[config.mk]
export PLATFORM = sky130hd
export DESIGN_NAME = netboot_bootp_tftp_client_flat
export DESIGN_NICKNAME = d
export VERILOG_FILES = /design/src/hw/rtl/nbc_pkg.sv /design/src/hw/rtl/nbc_chan_if.sv /design/src/hw/rtl/nbc_step.sv /design/src/hw/rtl/nbc_res_fifo.sv /design/src/hw/rtl/netboot_bootp_tftp_client.sv /design/src/flat_wrapper.sv
export SDC_FILE = /design/constraint.sdc
export NUM_CORES = 1
export LEC_CHECK = 0
export BUFFER_PORTS_ARGS = -buffer_cell sky130_fd_sc_hd__clkbuf_2
export CAP_MARGIN = 0
export CELL_PAD_IN_SITES_DETAIL_PLACEMENT = 0
export CELL_PAD_IN_SITES_GLOBAL_PLACEMENT = 1
export CORE_MARGIN = 2
export CORE_UTILIZATION = 48
export DETAILED_ROUTE_END_ITERATION = 7
export PLACE_DENSITY_LB_ADDON = 0.1
export REMOVE_ABC_BUFFERS = 1
export SLEW_MARGIN = 0
export SYNTH_ARGS = -nofsm -noshare
export SYNTH_HDL_FRONTEND = slang
export SYNTH_HIERARCHICAL = 1
export SYNTH_SLANG_ARGS = --single-unit
[constraint.sdc]
create_clock -name i_clk -period 12.04 [get_ports i_clk]
set_input_delay 2.408 -clock i_clk [delete_from_list [all_inputs] [get_ports i_clk]]
set_output_delay 2.408 -clock i_clk [all_outputs]
set_load 0.1 [all_outputs]
[src/hw/rtl/nbc_pkg.sv]
// Shared types, codes and constants of the network-boot sequencer.
package nbc_pkg;

    // Default data block size of the file transfer
    localparam int BLOCK_BYTES_DEF = 512;

    // Results one input word can cause, and depth of the result queue
    localparam int RES_MAX    = 3;
    localparam int FIFO_DEPTH = 4;
    localparam int FIFO_PW    = $clog2(FIFO_DEPTH);
    localparam int FIFO_CW    = FIFO_PW + 1;

    // Protocol constants
    localparam logic [15:0] BOOTP_MIN_SIZE = 16'd300;
    localparam logic [7:0]  BOOTP_REPLY_OP = 8'd2;
    localparam logic [15:0] TFTP_OP_DATA   = 16'd3;
    localparam logic [15:0] TFTP_OP_ERROR  = 16'd5;

    // Register reset values
    localparam logic [31:0] XID_RESET           = 32'h1234_5678;
    localparam logic [15:0] SERVER_PORT_RESET   = 16'd67;
    localparam logic [3:0]  ATTEMPT_LIMIT_RESET = 4'd5;
    localparam logic [3:0]  ATTEMPT_LIMIT_MAX   = 4'd8;

    // Input word kinds
    typedef enum logic [1:0] {
        OP_START  = 2'd0,
        OP_TICK   = 2'd1,
        OP_PACKET = 2'd2
    } t_opcode;

    // Result actions
    typedef enum logic [2:0] {
        ACT_BOOTP  = 3'd0,
        ACT_RRQ    = 3'd1,
        ACT_ACK    = 3'd2,
        ACT_PROG   = 3'd3,
        ACT_RESEND = 3'd4,
        ACT_OK     = 3'd5,
        ACT_FAIL   = 3'd6
    } t_action;

    // Configuration register indexes
    typedef enum logic [1:0] {
        CFG_XID   = 2'd0,
        CFG_PORT  = 2'd1,
        CFG_LIMIT = 2'd2
    } t_cfg_idx;

    // Sequencer phase, one-hot
    typedef enum logic [4:0] {
        PH_IDLE   = 5'b00001,
        PH_BOOTP  = 5'b00010,
        PH_TFTP   = 5'b00100,
        PH_DONE   = 5'b01000,
        PH_FAILED = 5'b10000
    } t_phase;

    typedef struct packed {
        logic [1:0]  opcode;
        logic [15:0] src_port;
        logic [15:0] udp_size;
        logic [15:0] head_word0;
        logic [15:0] head_word1;
        logic [31:0] head_xid;
    } t_item;

    typedef struct packed {
        t_action     action;
        logic [15:0] block_number;
        logic [15:0] flash_address;
        logic [9:0]  data_length;
        logic [15:0] peer_port;
        logic        last;
    } t_res;

    typedef struct packed {
        logic [1:0]  index;
        logic [31:0] value;
    } t_cfg_wr;

    typedef struct packed {
        logic [31:0] transaction_id;
        logic [15:0] server_port;
        logic [3:0]  attempt_limit;
    } t_cfg_regs;

    typedef struct packed {
        t_phase      phase;
        logic [3:0]  attempt_index;
        logic [7:0]  ticks_left;
        logic [15:0] expected_block;
        logic [15:0] learned_port;
    } t_state;

    // Queue status toward the input stage
    typedef struct packed {
        logic               space_ok;
        logic [FIFO_CW-1:0] count;
    } t_fifo_stat;

endpackage

[src/hw/rtl/nbc_chan_if.sv]
// Valid/ready channel carrying one payload word.
interface nbc_chan_if #(
    parameter type T = logic
) ();
    logic valid;
    logic ready;
    T     data;

    modport source (output valid, output data, input ready);
    modport sink   (input valid, input data, output ready);
endinterface

[src/hw/rtl/nbc_step.sv]
// Decision logic: next sequencer state and result words for one input word.
module nbc_step #(
    parameter int BLOCK_BYTES = nbc_pkg::BLOCK_BYTES_DEF
) (
    input  nbc_pkg::t_item                    i_item,
    input  nbc_pkg::t_cfg_regs                i_cfg,
    input  nbc_pkg::t_state                   i_state,
    output nbc_pkg::t_state                   o_state,
    output nbc_pkg::t_res [nbc_pkg::RES_MAX-1:0] o_res,
    output logic [1:0]                        o_res_cnt
);
    import nbc_pkg::*;

    localparam logic [15:0] BB16   = 16'(BLOCK_BYTES);
    localparam logic [15:0] BB_P4  = 16'(BLOCK_BYTES + 4);

    logic [4:0]  eff_limit;
    logic [4:0]  ai_p1;
    logic [7:0]  ticks_dec;
    logic [16:0] blk_p1;
    logic [15:0] blk_m1;
    logic [15:0] prog_addr;
    logic [15:0] raw_len;
    logic [15:0] clip_len;
    logic        bootp_ok;
    logic        in_wait;

    function automatic t_res mk_res(t_action act, logic [15:0] blk, logic lst);
        t_res r;
        r               = '0;
        r.action        = act;
        r.block_number  = blk;
        r.last          = lst;
        return r;
    endfunction

    // Operand prep
    always_comb begin
        if (i_cfg.attempt_limit == 4'd0) begin
            eff_limit = 5'd1;
        end else if (i_cfg.attempt_limit > ATTEMPT_LIMIT_MAX) begin
            eff_limit = {1'b0, ATTEMPT_LIMIT_MAX};
        end else begin
            eff_limit = {1'b0, i_cfg.attempt_limit};
        end
        ai_p1     = {1'b0, i_state.attempt_index} + 5'd1;
        ticks_dec = (i_state.ticks_left != 8'd0) ? i_state.ticks_left - 8'd1 : 8'd0;
        blk_p1    = {1'b0, i_state.expected_block} + 17'd1;
        blk_m1    = i_item.head_word1 - 16'd1;
        prog_addr = 16'(blk_m1 * BB16);
        raw_len   = (i_item.udp_size < 16'd4) ? 16'd0 : i_item.udp_size - 16'd4;
        clip_len  = (raw_len > BB16) ? BB16 : raw_len;
        bootp_ok  = (i_item.src_port == i_cfg.server_port) &&
                    (i_item.udp_size >= BOOTP_MIN_SIZE) &&
                    (i_item.head_word0[15:8] == BOOTP_REPLY_OP) &&
                    (i_item.head_xid == i_cfg.transaction_id);
        in_wait   = (i_state.phase == PH_BOOTP) || (i_state.phase == PH_TFTP);
    end

    // Sequencer decision
    always_comb begin
        o_state   = i_state;
        o_res     = '0;
        o_res_cnt = 2'd0;
        case (i_item.opcode)
            OP_START: begin
                o_state.phase          = PH_BOOTP;
                o_state.expected_block = 16'd0;
                o_state.learned_port   = 16'd0;
                o_state.attempt_index  = 4'd0;
                o_state.ticks_left     = 8'd1;
                o_res[0]               = mk_res(ACT_BOOTP, 16'd0, 1'b1);
                o_res_cnt              = 2'd1;
            end
            OP_TICK: begin
                if (in_wait) begin
                    o_state.ticks_left = ticks_dec;
                    if (ticks_dec == 8'd0) begin
                        o_res_cnt = 2'd1;
                        if (ai_p1 < eff_limit) begin
                            o_state.attempt_index = ai_p1[3:0];
                            o_state.ticks_left    = 8'd1 << ai_p1[2:0];
                            o_res[0] = mk_res(ACT_RESEND, i_state.expected_block, 1'b1);
                        end else begin
                            o_state.phase = PH_FAILED;
                            o_res[0] = mk_res(ACT_FAIL, i_state.expected_block, 1'b1);
                        end
                    end
                end
            end
            OP_PACKET: begin
                if (i_state.phase == PH_BOOTP) begin
                    if (bootp_ok) begin
                        o_state.phase          = PH_TFTP;
                        o_state.expected_block = 16'd0;
                        o_state.attempt_index  = 4'd0;
                        o_state.ticks_left     = 8'd1;
                        o_res[0]               = mk_res(ACT_RRQ, 16'd0, 1'b1);
                        o_res_cnt              = 2'd1;
                    end
                end else if (i_state.phase == PH_TFTP) begin
                    if (i_item.head_word0 == TFTP_OP_ERROR) begin
                        o_state.phase = PH_FAILED;
                        o_res[0]  = mk_res(ACT_FAIL, i_state.expected_block, 1'b1);
                        o_res_cnt = 2'd1;
                    end else if ((i_item.head_word0 == TFTP_OP_DATA) &&
                                 ({1'b0, i_item.head_word1} == blk_p1)) begin
                        // in-order data block: program, then ack
                        if (i_state.expected_block == 16'd0) begin
                            o_state.learned_port = i_item.src_port;
                        end
                        o_state.expected_block = i_item.head_word1;
                        o_res[0] = mk_res(ACT_PROG, i_item.head_word1, 1'b0);
                        o_res[0].flash_address = prog_addr;
                        o_res[0].data_length   = clip_len[9:0];
                        if (i_item.udp_size == BB_P4) begin
                            o_state.attempt_index = 4'd0;
                            o_state.ticks_left    = 8'd1;
                            o_res[1]  = mk_res(ACT_ACK, i_item.head_word1, 1'b1);
                            o_res_cnt = 2'd2;
                        end else begin
                            // short or oversized block ends the transfer
                            o_state.phase = PH_DONE;
                            o_res[1]  = mk_res(ACT_ACK, i_item.head_word1, 1'b0);
                            o_res[2]  = mk_res(ACT_OK, i_item.head_word1, 1'b1);
                            o_res_cnt = 2'd3;
                        end
                    end
                end
            end
            default: begin
                o_res_cnt = 2'd0;
            end
        endcase
        // every result carries the peer port as updated by this word
        for (int k = 0; k < RES_MAX; k++) begin
            o_res[k].peer_port = o_state.learned_port;
        end
    end

endmodule

[src/hw/rtl/nbc_res_fifo.sv]
// Result queue: takes up to three words per cycle, hands out one per cycle while the receiver is ready.
module nbc_res_fifo (
    input  logic                              i_clk,
    input  logic                              i_rst_n,
    input  logic [1:0]                        i_push_cnt,
    input  nbc_pkg::t_res [nbc_pkg::RES_MAX-1:0] i_push_data,
    output nbc_pkg::t_fifo_stat               o_stat,
    nbc_chan_if.source                        o_res
);
    import nbc_pkg::*;

    t_res               r_mem [FIFO_DEPTH];
    logic [FIFO_PW-1:0] r_wr_ptr;
    logic [FIFO_PW-1:0] r_rd_ptr;
    logic [FIFO_CW-1:0] r_count;
    logic [FIFO_CW-1:0] n_count;
    logic [FIFO_CW-1:0] left;
    logic               pop;

    // Output side
    assign o_res.valid = (r_count != '0);
    assign o_res.data  = r_mem[r_rd_ptr];
    assign pop         = o_res.valid & o_res.ready;

    // Room for a full burst once this cycle's pop is counted
    assign left            = r_count - FIFO_CW'(pop);
    assign o_stat.space_ok = (left <= FIFO_CW'(FIFO_DEPTH - RES_MAX));
    assign o_stat.count    = r_count;
    assign n_count         = left + FIFO_CW'(i_push_cnt);

    // Pointers and fill count
    always_ff @(posedge i_clk) begin
        if (!i_rst_n) begin
            r_wr_ptr <= '0;
            r_rd_ptr <= '0;
            r_count  <= '0;
        end else begin
            r_wr_ptr <= r_wr_ptr + FIFO_PW'(i_push_cnt);
            r_rd_ptr <= r_rd_ptr + FIFO_PW'(pop);
            r_count  <= n_count;
        end
    end

    // Storage
    always_ff @(posedge i_clk) begin
        for (int k = 0; k < RES_MAX; k++) begin
            if (k < int'(i_push_cnt)) begin
                r_mem[r_wr_ptr + FIFO_PW'(k)] <= i_push_data[k];
            end
        end
    end

endmodule

[src/hw/rtl/netboot_bootp_tftp_client.sv]
// Top level of the network-boot sequencer: input stage, state, config and result queue.
// An input word (start, timer tick or received packet header) is registered, decided from
// the input register and its results, zero to three, enter a four-word result queue, from
// which the first result is offered once written. Results leave one per cycle while the
// receiver is ready. A new word is taken every cycle as long as each word gives
// at most one result and results are taken as offered; otherwise a word waits in the input
// register while the queue, less the word leaving this cycle, holds more than one word, so
// throughput is bound by the single result port of the queue. Configuration writes are
// always taken and apply to words decided afterwards; unknown indexes are dropped.
module netboot_bootp_tftp_client #(
    parameter int BLOCK_BYTES = nbc_pkg::BLOCK_BYTES_DEF
) (
    input  logic       i_clk,
    input  logic       i_rst_n,
    nbc_chan_if.sink   i_item,
    nbc_chan_if.sink   i_cfg,
    nbc_chan_if.source o_res
);
    import nbc_pkg::*;

    logic                 r_in_valid;
    t_item                r_in;
    t_cfg_regs            r_cfg;
    t_state               r_state;
    t_state               n_state;
    t_res [RES_MAX-1:0]   step_res;
    logic [1:0]           step_cnt;
    t_fifo_stat           fifo_stat;
    logic                 proc_fire;
    logic [1:0]           push_cnt;
    t_cfg_wr              cfg_wr;

    assign proc_fire    = r_in_valid & fifo_stat.space_ok;
    assign push_cnt     = proc_fire ? step_cnt : 2'd0;
    assign i_item.ready = ~r_in_valid | proc_fire;
    assign i_cfg.ready  = 1'b1;
    assign cfg_wr       = i_cfg.data;

    // Input register
    always_ff @(posedge i_clk) begin
        if (!i_rst_n) begin
            r_in_valid <= 1'b0;
        end else if (i_item.ready) begin
            r_in_valid <= i_item.valid;
        end
    end

    always_ff @(posedge i_clk) begin
        if (i_item.valid && i_item.ready) begin
            r_in <= i_item.data;
        end
    end

    // Configuration registers
    always_ff @(posedge i_clk) begin
        if (!i_rst_n) begin
            r_cfg.transaction_id <= XID_RESET;
            r_cfg.server_port    <= SERVER_PORT_RESET;
            r_cfg.attempt_limit  <= ATTEMPT_LIMIT_RESET;
        end else if (i_cfg.valid) begin
            unique case (cfg_wr.index)
                CFG_XID:   r_cfg.transaction_id <= cfg_wr.value;
                CFG_PORT:  r_cfg.server_port    <= cfg_wr.value[15:0];
                CFG_LIMIT: r_cfg.attempt_limit  <= cfg_wr.value[3:0];
                default:   r_cfg <= r_cfg;
            endcase
        end
    end

    // Sequencer state
    always_ff @(posedge i_clk) begin
        if (!i_rst_n) begin
            r_state.phase          <= PH_IDLE;
            r_state.attempt_index  <= 4'd0;
            r_state.ticks_left     <= 8'd0;
            r_state.expected_block <= 16'd0;
            r_state.learned_port   <= 16'd0;
        end else if (proc_fire) begin
            r_state <= n_state;
        end
    end

    nbc_step #(
        .BLOCK_BYTES (BLOCK_BYTES)
    ) u_step (
        .i_item    (r_in),
        .i_cfg     (r_cfg),
        .i_state   (r_state),
        .o_state   (n_state),
        .o_res     (step_res),
        .o_res_cnt (step_cnt)
    );

    nbc_res_fifo u_fifo (
        .i_clk       (i_clk),
        .i_rst_n     (i_rst_n),
        .i_push_cnt  (push_cnt),
        .i_push_data (step_res),
        .o_stat      (fifo_stat),
        .o_res       (o_res)
    );

    // Queue never overfills
    a_fifo_bound: assert property (@(posedge i_clk) disable iff (!i_rst_n)
        fifo_stat.count <= FIFO_CW'(FIFO_DEPTH))
        else $error("result queue overfilled");

    // A waiting phase always has a live retry timer
    a_timer_live: assert property (@(posedge i_clk) disable iff (!i_rst_n)
        (r_state.phase == PH_BOOTP || r_state.phase == PH_TFTP) |-> r_state.ticks_left != 8'd0)
        else $error("retry timer expired in a wait phase");

    // A stalled input word is held, not dropped
    a_in_hold: assert property (@(posedge i_clk) disable iff (!i_rst_n)
        (r_in_valid && !proc_fire) |=> (r_in_valid && $stable(r_in)))
        else $error("pending input word lost");

    // Success is always the closing word of its run
    a_ok_last: assert property (@(posedge i_clk) disable iff (!i_rst_n)
        (o_res.valid && o_res.data.action == ACT_OK) |-> o_res.data.last)
        else $error("success result not marked last");

endmodule

[src/flat_wrapper.sv]
// flat-port wrapper written by rule: the top's interface ports become plain ports
module netboot_bootp_tftp_client_flat import nbc_pkg::*;
#(
    parameter int BLOCK_BYTES = nbc_pkg::BLOCK_BYTES_DEF
)
  (i_clk, i_rst_n, i_item_valid, i_item_data, i_item_ready, i_cfg_valid, i_cfg_data, i_cfg_ready, o_res_valid, o_res_data, o_res_ready);
  nbc_chan_if #(.T(t_item)) i_item_i ();
  nbc_chan_if #(.T(t_cfg_wr)) i_cfg_i ();
  nbc_chan_if #(.T(t_res)) o_res_i ();
  input  logic i_clk;
  input  logic i_rst_n;
  input wire logic [$bits(i_item_i.valid)-1:0] i_item_valid;
  input wire logic [$bits(i_item_i.data)-1:0] i_item_data;
  output wire logic [$bits(i_item_i.ready)-1:0] i_item_ready;
  input wire logic [$bits(i_cfg_i.valid)-1:0] i_cfg_valid;
  input wire logic [$bits(i_cfg_i.data)-1:0] i_cfg_data;
  output wire logic [$bits(i_cfg_i.ready)-1:0] i_cfg_ready;
  output wire logic [$bits(o_res_i.valid)-1:0] o_res_valid;
  output wire logic [$bits(o_res_i.data)-1:0] o_res_data;
  input wire logic [$bits(o_res_i.ready)-1:0] o_res_ready;
  assign i_item_i.valid = i_item_valid;
  assign i_item_i.data = i_item_data;
  assign i_item_ready = i_item_i.ready;
  assign i_cfg_i.valid = i_cfg_valid;
  assign i_cfg_i.data = i_cfg_data;
  assign i_cfg_ready = i_cfg_i.ready;
  assign o_res_valid = o_res_i.valid;
  assign o_res_data = o_res_i.data;
  assign o_res_i.ready = o_res_ready;
  netboot_bootp_tftp_client #(.BLOCK_BYTES(BLOCK_BYTES)) u_core (.i_clk(i_clk), .i_rst_n(i_rst_n), .i_item(i_item_i), .i_cfg(i_cfg_i), .o_res(o_res_i));
endmodule
==> flow_summary.yaml, run 1 <==
run_status:
  status: "completed"
placement:
  dp.cells: 3408
  gp_congestion: 0.823
  io_buffers: 200
  hpwl_um: 44400
  place_ws_ps: 4720
  dpl_cell_area_um2: 27000
route:
  drc: 0
  avgRoutedWirePerCell_um: 21.4
  drt-total-wl_um: 74900
  drtPass1Iterations: 8
  vias: 20500
  dr.first_iter.drc_count: 1831
  vias_per_cell: 5.86
  antenna_left: 0
finish:
  mostFrequentLayoutCell: "nand2_1"
  antenna_cells: 0
  drive_gt1_frac: 0.146
  final_cell_mix: "nand2_1, edfxtp_1, nor2_1, a31oi_1, clkbuf_2"
  finish.utilization: 0.529
  fin_nets: 2924
  finalNonFillerCells: 3500
  design_area_um2: 28700
  multiInputGateArea_um2: 12200
  syn_to_final_growth_pct: 8.60
  fillers: 4769
  ff_latch_area_um2: 12600
global_routing:
  grt_max_degree: 102
  grt_pass1_vias: 20000
  grt_antenna_before_repair: 0
  grt_usage: 0.261
  gr-total-overflow: 0
  grt_pass1_wl_um: 115000
clocking:
  post_cts_buffers: 0
  htree_levels: 2
  clkTransAtPathRegs_ps: 60
  cts.sinks: 455
  postCtsHoldBufs: 0
  cts_resized: 0
  clock_latency_ps: 610
  cts_tree: "done"
  clockRootBuffer: "clkbuf_16"
  cts_made_buffers: 51
  max-clock-path-buffers: 3
job:
  cap_violations: 0
timing:
  finalSetupTns_ps: 0
  whs_ps: 470
  fmax_mhz: 138
  final.setup.worst_slack_ps: 4780
  timing.final.max_slew_violations: 0
  tightest_slew_ps: 1200
  skew_ps: 34.6
  rsz0062_at_grt: "no"
  setup_viol: 0
  finalCritPeriodShare: 0.603
  slew_headroom: 0.200
  timing.final.crit_period_ps: 7260
  finalHoldViolCount: 0
setup_path:
  cpLargestDelayFamily: "buffers and inverters"
  end_kind: "output port"
  crit_chain: "clkbuf_2 -> and2_1 -> ha_1 -> ha_1 -> xnor2_1 -> and2_2 -> buf_4 -> nand2b_1 -> clkbuf_2"
  cp.required_ps: 9630
  r2r_end: "u_core/u_fifo/r_mem[0][51]"
  r2r-start: "u_core/r_state[16]"
  arrival_ps: 4850
  critPathKind: "primary input to output port"
  crit_path_start_kind: "primary input"
  critPathBufInv: 3
  critical_path.slowest_cell: "buf_4"
  cpPeakStageDelay_ps: 670
  crit_fanout: 101
  reg2reg_slack_ps: 5180
  r2r_cells: 14
logic_synthesis:
  yosys.area_share.simple: 0.206
  synth_edf_count: 346
  synthDistinctLibCells: 86
  postSynthAreaPerCell_um2: 9.64
  synthArstFlopShare: 0
  synth_top_family_by_area: "simple AND/OR/NAND/NOR gates"
  yosys-mux-area-fraction: 0.0689
  synth_compound_area_frac: 0.131
  synth_seq_cells: 455
  synthCells: 2737
  syn_area_um2: 26400
  synthFlopType: "edfxtp_1"
  yosysWarnings: 6
  synth_xor_area_frac: 0.0312
  ys_seq_area_frac: 0.476
  synthAdderAreaFrac: 0.0107
floorplan:
  dieArea_um2: 56900
  initial_utilization: 0.487
  die-height_um: 238
  io_pins: 202
  rows: 85
  die_w_um: 238
  core-area_um2: 54100
pwr:
  pwr_density_cell_nw_per_um2: 157
  total_power_mw: 4.49
  ir_drop_mv: 0.178
  leakagePower_nw: 10.8
hold_path:
  whs_endpoint: "u_core/r_cfg[43]"
  min_from: "u_core/r_cfg[43]"
  hold_class: "register to register"
  hold_depth: 2
-- Yosys cell counts (4+ instances only) --
cell,instances,area [µm²]
ha_1,21,263
edfxtp_1,346,10400
nor3_1,31,155
nand4b_1,16,140
nand2b_1,4,25.0
a21boi_0,51,383
o21ai_0,19,95.1
o211ai_1,29,218
xor2_1,37,324
nand3_1,28,140
or3_1,7,43.8
o2bb2ai_1,7,61.3
mux4_2,62,1400
a211oi_1,4,30.0
o21bai_1,4,30.0
o21a_1,54,405
and2_1,24,150
inv_1,38,143
xnor2_1,57,499
nor2_1,291,1090
nor4_1,16,100
nor2b_1,8,50.1
a21o_1,28,210
and4b_1,4,40.0
a22o_1,10,87.6
dfxtp_1,109,2180
a21oi_1,16,80.1
and3_1,70,438
nand4bb_1,10,113
buf_2,88,440
a31oi_1,251,1570
clkbuf_1,96,360
nand3b_1,7,52.6
buf_4,128,961
nor3b_1,6,45.0
buf_6,6,67.6
nand4_1,12,75.1
mux2i_1,41,410
nand2_1,627,2350
and4_1,4,35.0
-- where the power goes --
group	internal, mW	switching [mW]	total (mW)	leakage (nW)
clock network	0.905	0.653	1.56	0.813
registers	1.77	0.0746	1.85	4.02
logic	0.240	0.841	1.08	6.00
-- how the worst max path moves through the flow --
stage	depth (start not counted)	startpoint	end	slack [ps]
detailed placement	12	o_res_ready	u_core/u_fifo/r_mem[0][51]	4720
CTS	9	o_res_ready	i_item_ready	4820
finish	9	o_res_ready	i_item_ready	4780
global route	9	o_res_ready	i_item_ready	4640
global placement	9	o_res_ready	i_item_ready	4870
floorplan	9	o_res_ready	u_core/u_fifo/r_mem[2][0]	1540
-- registers in the layout, summed over array words and instances, names as in the netlist --
register                count
u_core/u_fifo/r_count       3
u_core/r_state             49
u_core/r_in                98
u_core/u_fifo/r_mem       248
u_core/u_fifo/r_wr_ptr      2
u_core/r_in_valid           1
u_core/u_fifo/r_rd_ptr      2
u_core/r_cfg               52
-- metal layers --
layer	vias up	wire length, µm	GRT usage
met1	9860	31800	0.354
met2	836	36000	0.440
met5	-	0	0
met4	0	1650	0.0691
met3	123	5430	0.0368
li1	9699	-	-
-- worst reg2reg max path, cell delays in order (launching register included) --
cell and delay (ps):
dfxtp_1 520, ha_1 470, nand2_1 210, nor4_4 320
nand3_1 170, nor3_2 280, o2111ai_2 220, nor4_4 330
nand2_1 600, clkinv_1 510, and3_1 800, nand4b_4 1090
buf_4 770, nor2_1 200, a31oi_1 60
-- cell type report --
cell class | count | share of cell area
Clock buffer | 65 | 0.0475
Clock inverter | 27 | 0.0100
Inverter | 39 | 0.00511
Multi-Input combinational cell | 1986 | 0.425
Sequential cell | 455 | 0.439
Tap cell | 696 | 0.0304
Timing Repair Buffer | 232 | 0.0434
-- logic make-up after synthesis --
kind of cell / after synthesis
other: 2
XOR/XNOR: 94
buffers and inverters: 359
adder cells (fa/ha/maj): 22
multiplexers: 104
AND/OR/NAND/NOR: 1197
flip-flops: 455
AO/OA/AOI/OAI: 504
No activity file was read; power rests on OpenSTA's default activity.
==> run 2, diff against run 1 <==
clock period = 7.59 ns   (was 12.04 ns; I/O delays follow)
==> flow_summary.yaml, run 2 (synthesis results as in run 1) <==
run_status:
  status: "completed"
setup_path:
  crit_end: "u_core/u_fifo/r_mem[0][18]"
  critPathKind: "register to register"
  r2r_end: "u_core/u_fifo/r_mem[0][18]"
  arrival_ps: 5960
  end_kind: "register"
  cpLargestDelayFamily: "buffers and inverters"
  cp-startpoint: "u_core/r_state[17]"
  r2r_cells: 15
  crit_top_cell: "buf_4"
  critical_path.slowest_cell: "buf_4"
  crit_fanout: 72
  r2r-start: "u_core/r_state[17]"
  cp.required_ps: 7880
  cp.depth: 15
  crit_chain: "ha_1 -> nand2_1 -> nor4_4 -> xnor2_1 -> o211a_1 -> o2111ai_2 -> nor4_4 -> buf_4 -> nand2_1 -> clkinv_1 -> and3_1 -> nand4b_4 -> buf_4 -> buf_4 -> a31oi_1"
  crit_path_start_kind: "register"
  critPathBufInv: 4
  cpPeakStageDelay_ps: 790
  reg2reg_slack_ps: 1910
clocking:
  max-clock-path-buffers: 3
  clock_latency_ps: 610
  clockRootBuffer: "clkbuf_16"
  htree_levels: 2
  clkTransAtPathRegs_ps: 60
  postCtsHoldBufs: 0
  cts_tree: "done"
  cts_made_buffers: 52
  cts_resized: 0
  cts.sinks: 455
  post_cts_buffers: 0
floorplan:
  die_w_um: 238
  initial_utilization: 0.487
  core-area_um2: 54100
  rows: 85
  dieArea_um2: 56900
  die-height_um: 238
  io_pins: 202
pwr:
  swShare: 0.350
  seqPwrFrac: 0.414
  ir_drop_mv: 0.229
  p_switching_mw: 2.50
  leakagePower_nw: 10.9
  intPower_mw: 4.65
  pwr_density_cell_nw_per_um2: 248
  combPwrFrac: 0.235
  clock_power_share: 0.350
timing:
  setup_viol: 0
  timing.final.crit_period_ps: 5680
  skew_ps: 20.6
  slew_headroom: 0.174
  timing.final.max_slew_violations: 0
  finalCritPeriodShare: 0.748
  finalHoldViolCount: 0
  finalSetupTns_ps: 0
  tightest_slew_ps: 1240
  whs_ps: 468
  fmax_mhz: 176
  final.setup.worst_slack_ps: 1910
  rsz0062_at_grt: "no"
global_routing:
  grt_pass1_wl_um: 115000
  met3_usage: 0.0411
  grt_antenna_before_repair: 1
  met1_usage: 0.349
  busiest_layer: "met2"
  grt_max_degree: 99
  grt_pass1_vias: 19800
  grt.met2_usage: 0.436
  gr-total-overflow: 0
  grt_usage: 0.262
finish:
  finish.utilization: 0.533
  antenna_cells: 0
  drive_gt1_frac: 0.148
  mostFrequentLayoutCell: "nand2_1"
  finalNonFillerCells: 3511
  fin_nets: 2930
  final_cell_mix: "nand2_1, edfxtp_1, nor2_1, a31oi_1, clkbuf_2"
  syn_to_final_growth_pct: 9.27
  largestRegisters: "u_core/u_fifo/r_mem x248, u_core/r_in x98, u_core/r_cfg x52"
  largest_reg_flops: 248
  largest-register: "u_core/u_fifo/r_mem"
route:
  drtPass1Iterations: 8
  dr.first_iter.drc_count: 1697
  vias_per_cell: 5.85
  avgRoutedWirePerCell_um: 21.3
  antenna_left: 0
  vias: 20500
  drt-total-wl_um: 74900
  drc: 0
placement:
  gp_congestion: 0.853
  hpwl_um: 44100
  dp.cells: 3413
  place_ws_ps: 2040
  io_buffers: 200
job:
  cap_violations: 0
hold_path:
  hold_class: "register to register"
## run 2: changes by cell type in the layout (fill, tap and decap cells not counted), sizes merged
cell      before  now
bufinv         5    4
clkinvlp       0    3
buf           33   38
clkbuf       264  265
inv           38   41
## run 2: worst min path at each step
stage	to	startpoint	slack, ps	cells past startpoint
finish	u_core/r_cfg[47]	u_core/r_cfg[47]	470	2
global route	u_core/r_cfg[9]	u_core/r_cfg[9]	490	2
CTS	u_core/r_cfg[43]	u_core/r_cfg[43]	470	2
detailed placement	u_core/r_cfg[31]	u_core/r_cfg[31]	460	2
global placement	u_core/r_cfg[42]	u_core/r_cfg[42]	450	2
floorplan	u_core/r_cfg[14]	u_core/r_cfg[14]	450	2
## run 2: power groups by stage
stage / Combinational (mW) / Clock (mW) / Sequential [mW]
floorplan: 1.26 / 0 / 3.00
CTS: 1.69 / 2.56 / 2.96
detailed placement: 1.69 / 0 / 3.02
global route: 1.78 / 2.66 / 2.98
global placement: 1.68 / 0 / 3.01
finish: 1.68 / 2.51 / 2.96
## run 2: through the flow
step / total power, mW / instance area [µm²]
6_report: 7.15 / 28800
5_1_grt: 7.41 / 28800
4_1_cts: 7.21 / 28800
3_5_place_dp: 4.70 / 27100
3_3_place_gp: 4.69 / 27100
2_1_floorplan: 4.26 / 24800
## run 2: layout make-up
| cell class | count | area (µm²) |
|---|---|---|
| fillers | 4782 | 25300 |
| flip-flops and latches | 455 | 12600 |
| multi-input cells | 1986 | 12200 |
| clock buffers | 66 | 1410 |
| repair buffers | 237 | 1370 |
| well taps | 696 | 871 |
| clock inverters | 32 | 295 |
| inverters | 39 | 146 |
## run 2: worst min-delay path, stage by stage, from the launching register on
cell     delay, ps
dfxtp_1        310
nand2_1         60
mux2i_1         50
## run 2: routing by layer
layer | up-vias | share of wire | wire length, µm
met5 | - | 0 | 0
met4 | 0 | 0.029 | 2200
met3 | 146 | 0.074 | 5530
met2 | 884 | 0.48 | 35900
met1 | 9772 | 0.42 | 31300
li1 | 9733 | - | -
==> run 3, diff against run 2 <==
ABC_AREA = 1   (was default)
CORE_UTILIZATION = 45   (was 48)
clock period = 5.9 ns   (was 7.59 ns; I/O delays follow)
==> flow_summary.yaml, run 3 <==
run_status:
  status: "completed"
timing:
  setup_viol: 0
  skew_ps: 16.3
  timing.final.max_slew_violations: 0
  fmax_mhz: 209
  whs_ps: 463
  finalHoldViolCount: 0
  rsz0062_at_grt: "no"
  tightest_slew_ps: 1310
  timing.final.crit_period_ps: 4790
  slew_headroom: 0.115
  finalCritPeriodShare: 0.813
  final.setup.worst_slack_ps: 1110
finish:
  syn_to_final_growth_pct: 8.32
  largestRegisters: "u_core/u_fifo/r_mem x248, u_core/r_in x98, u_core/r_cfg x52"
  fillers: 6564
  largest-register: "u_core/u_fifo/r_mem"
  finish.utilization: 0.492
  largest_reg_flops: 248
  drive_gt1_frac: 0.0996
  multiInputGateArea_um2: 13000
  ff_latch_area_um2: 12600
  mostFrequentLayoutCell: "nand2_1"
  fin_nets: 4239
  design_area_um2: 31600
  final_cell_mix: "nand2_1, nand3_1, inv_1, edfxtp_1, nor2_1"
setup_path:
  crit_path_start_kind: "register"
  end_kind: "register"
  crit_fanout: 63
  critPathKind: "register to register"
  cp.required_ps: 6390
  arrival_ps: 5280
route:
  drc: 0
  vias_per_cell: 5.19
  antenna_left: 0
  vias: 25800
  drt-total-wl_um: 91700
  drtPass1Iterations: 6
  avgRoutedWirePerCell_um: 18.4
  dr.first_iter.drc_count: 1887
clocking:
  cts_resized: 0
  cts_tree: "done"
  postCtsHoldBufs: 0
  htree_levels: 2
  cts_made_buffers: 53
  max-clock-path-buffers: 3
  post_cts_buffers: 0
  clock_latency_ps: 620
  cts.sinks: 455
  clkTransAtPathRegs_ps: 60
  clockRootBuffer: "clkbuf_16"
floorplan:
  initial_utilization: 0.454
  dieArea_um2: 66900
  rows: 93
  core-area_um2: 64300
  die_w_um: 259
  die-height_um: 259
  io_pins: 202
placement:
  place_ws_ps: 1150
  dpl_cell_area_um2: 30000
  io_buffers: 200
  gp_congestion: 0.864
  hpwl_um: 56300
hold_path:
  hold_class: "register to register"
logic_synthesis:
  synth.largest_area_cell: "edfxtp_1"
  synth_top_area_frac: 0.356
  synthTopCellsByArea: "edfxtp_1, nand2_1, nand3_1"
  synth_seq_cells: 455
  synthArstFlopShare: 0
  synthFlopType: "edfxtp_1"
  ys_seq_area_frac: 0.431
  yosysWarnings: 6
  syn_area_um2: 29200
  synthCells: 4050
  synth.most_common_cell: "nand2_1"
  synthDistinctLibCells: 48
  synth_edf_count: 346
  synth_top_cells_by_count: "nand2_1, nand3_1, inv_1"
  postSynthAreaPerCell_um2: 7.21
pwr:
  leakagePower_nw: 15.2
  ir_drop_mv: 0.230
  pwr_density_cell_nw_per_um2: 363
global_routing:
  grt_pass1_wl_um: 141000
  grt_antenna_before_repair: 1
  gr-total-overflow: 0
  grt_usage: 0.270
  grt_pass1_vias: 24300
  grt_max_degree: 99
job:
  cap_violations: 0
[run 3: metal layers]
| layer | GRT usage | part of all wire |
|---|---|---|
| met3 | 0.0411 | 0.071 |
| met5 | 0 | 0 |
| met1 | 0.358 | 0.43 |
| met2 | 0.453 | 0.47 |
| met4 | 0.0853 | 0.028 |
[run 3: kinds of logic (layout without fill, tap and decap cells)]
family,count (synthesis),count (layout),synth area share
other,2,66,0.000257
DFF,455,455,0.431
xor gates and xnor gates,46,46,0.0138
AOI/OAI and AO/OA,358,358,0.0686
adders and majority gates,22,22,0.00968
buffers and inverters,821,833,0.136
and+or+nand+nor,2346,2346,0.342
[run 3: final cells by class]
cell class	instances	share of cell area
diodes	1	0.0000791
clock buffers	65	0.0437
clock inverters	35	0.00866
inverters	478	0.0568
multi-input cells	2837	0.411
flip-flops and latches	455	0.398
well taps	855	0.0338
repair buffers	255	0.0487
[run 3: path summary, 6_finish.rpt]
| check | slack, ps | cells past startpoint | to | start |
|---|---|---|---|---|
| worst min-delay path | 460 | 2 | u_core/r_cfg[38] | u_core/r_cfg[38] |
| worst max-delay path | 1110 | 20 | u_core/u_fifo/r_mem[0][43] | u_core/r_state[16] |
| worst max register to register | 1110 | 20 | u_core/u_fifo/r_mem[0][43] | u_core/r_state[16] |
| worst min register to register | 460 | 2 | u_core/r_cfg[38] | u_core/r_cfg[38] |
[run 3: report_power, final]
part | internal, mW | total (mW) | switching, mW
clock | 1.80 | 3.19 | 1.40
sequential | 3.81 | 4.19 | 0.383
combinational | 0.909 | 4.11 | 3.20
total | 6.51 | 11.5 | 4.98
[run 3: stage by stage]
stage	TNS [ps]	power, mW	std cells
after floorplan	-2596480	7.31	3770
after global placement	0	8.35	4880
after detailed placement	0	8.36	4880
after CTS	0	11.6	4980
after global routing	0	12.1	4980
final	0	11.5	4981
[run 3: worst max-delay path: stages, from the launching register on]
cell and delay [ps]:
dfxtp_1 490, ha_1 280, nand3_1 200, inv_2 170, nand2_4 90, o21bai_2 130
nand2_1 60, nor2_1 80, o21ai_1 70, nor2_1 190, nand4_1 180, nor2_2 440
inv_1 150, nor2_4 340, nand2_1 110, inv_2 100, nand2_2 80, buf_4 450
inv_4 780, nand2_1 100, nand2_1 100
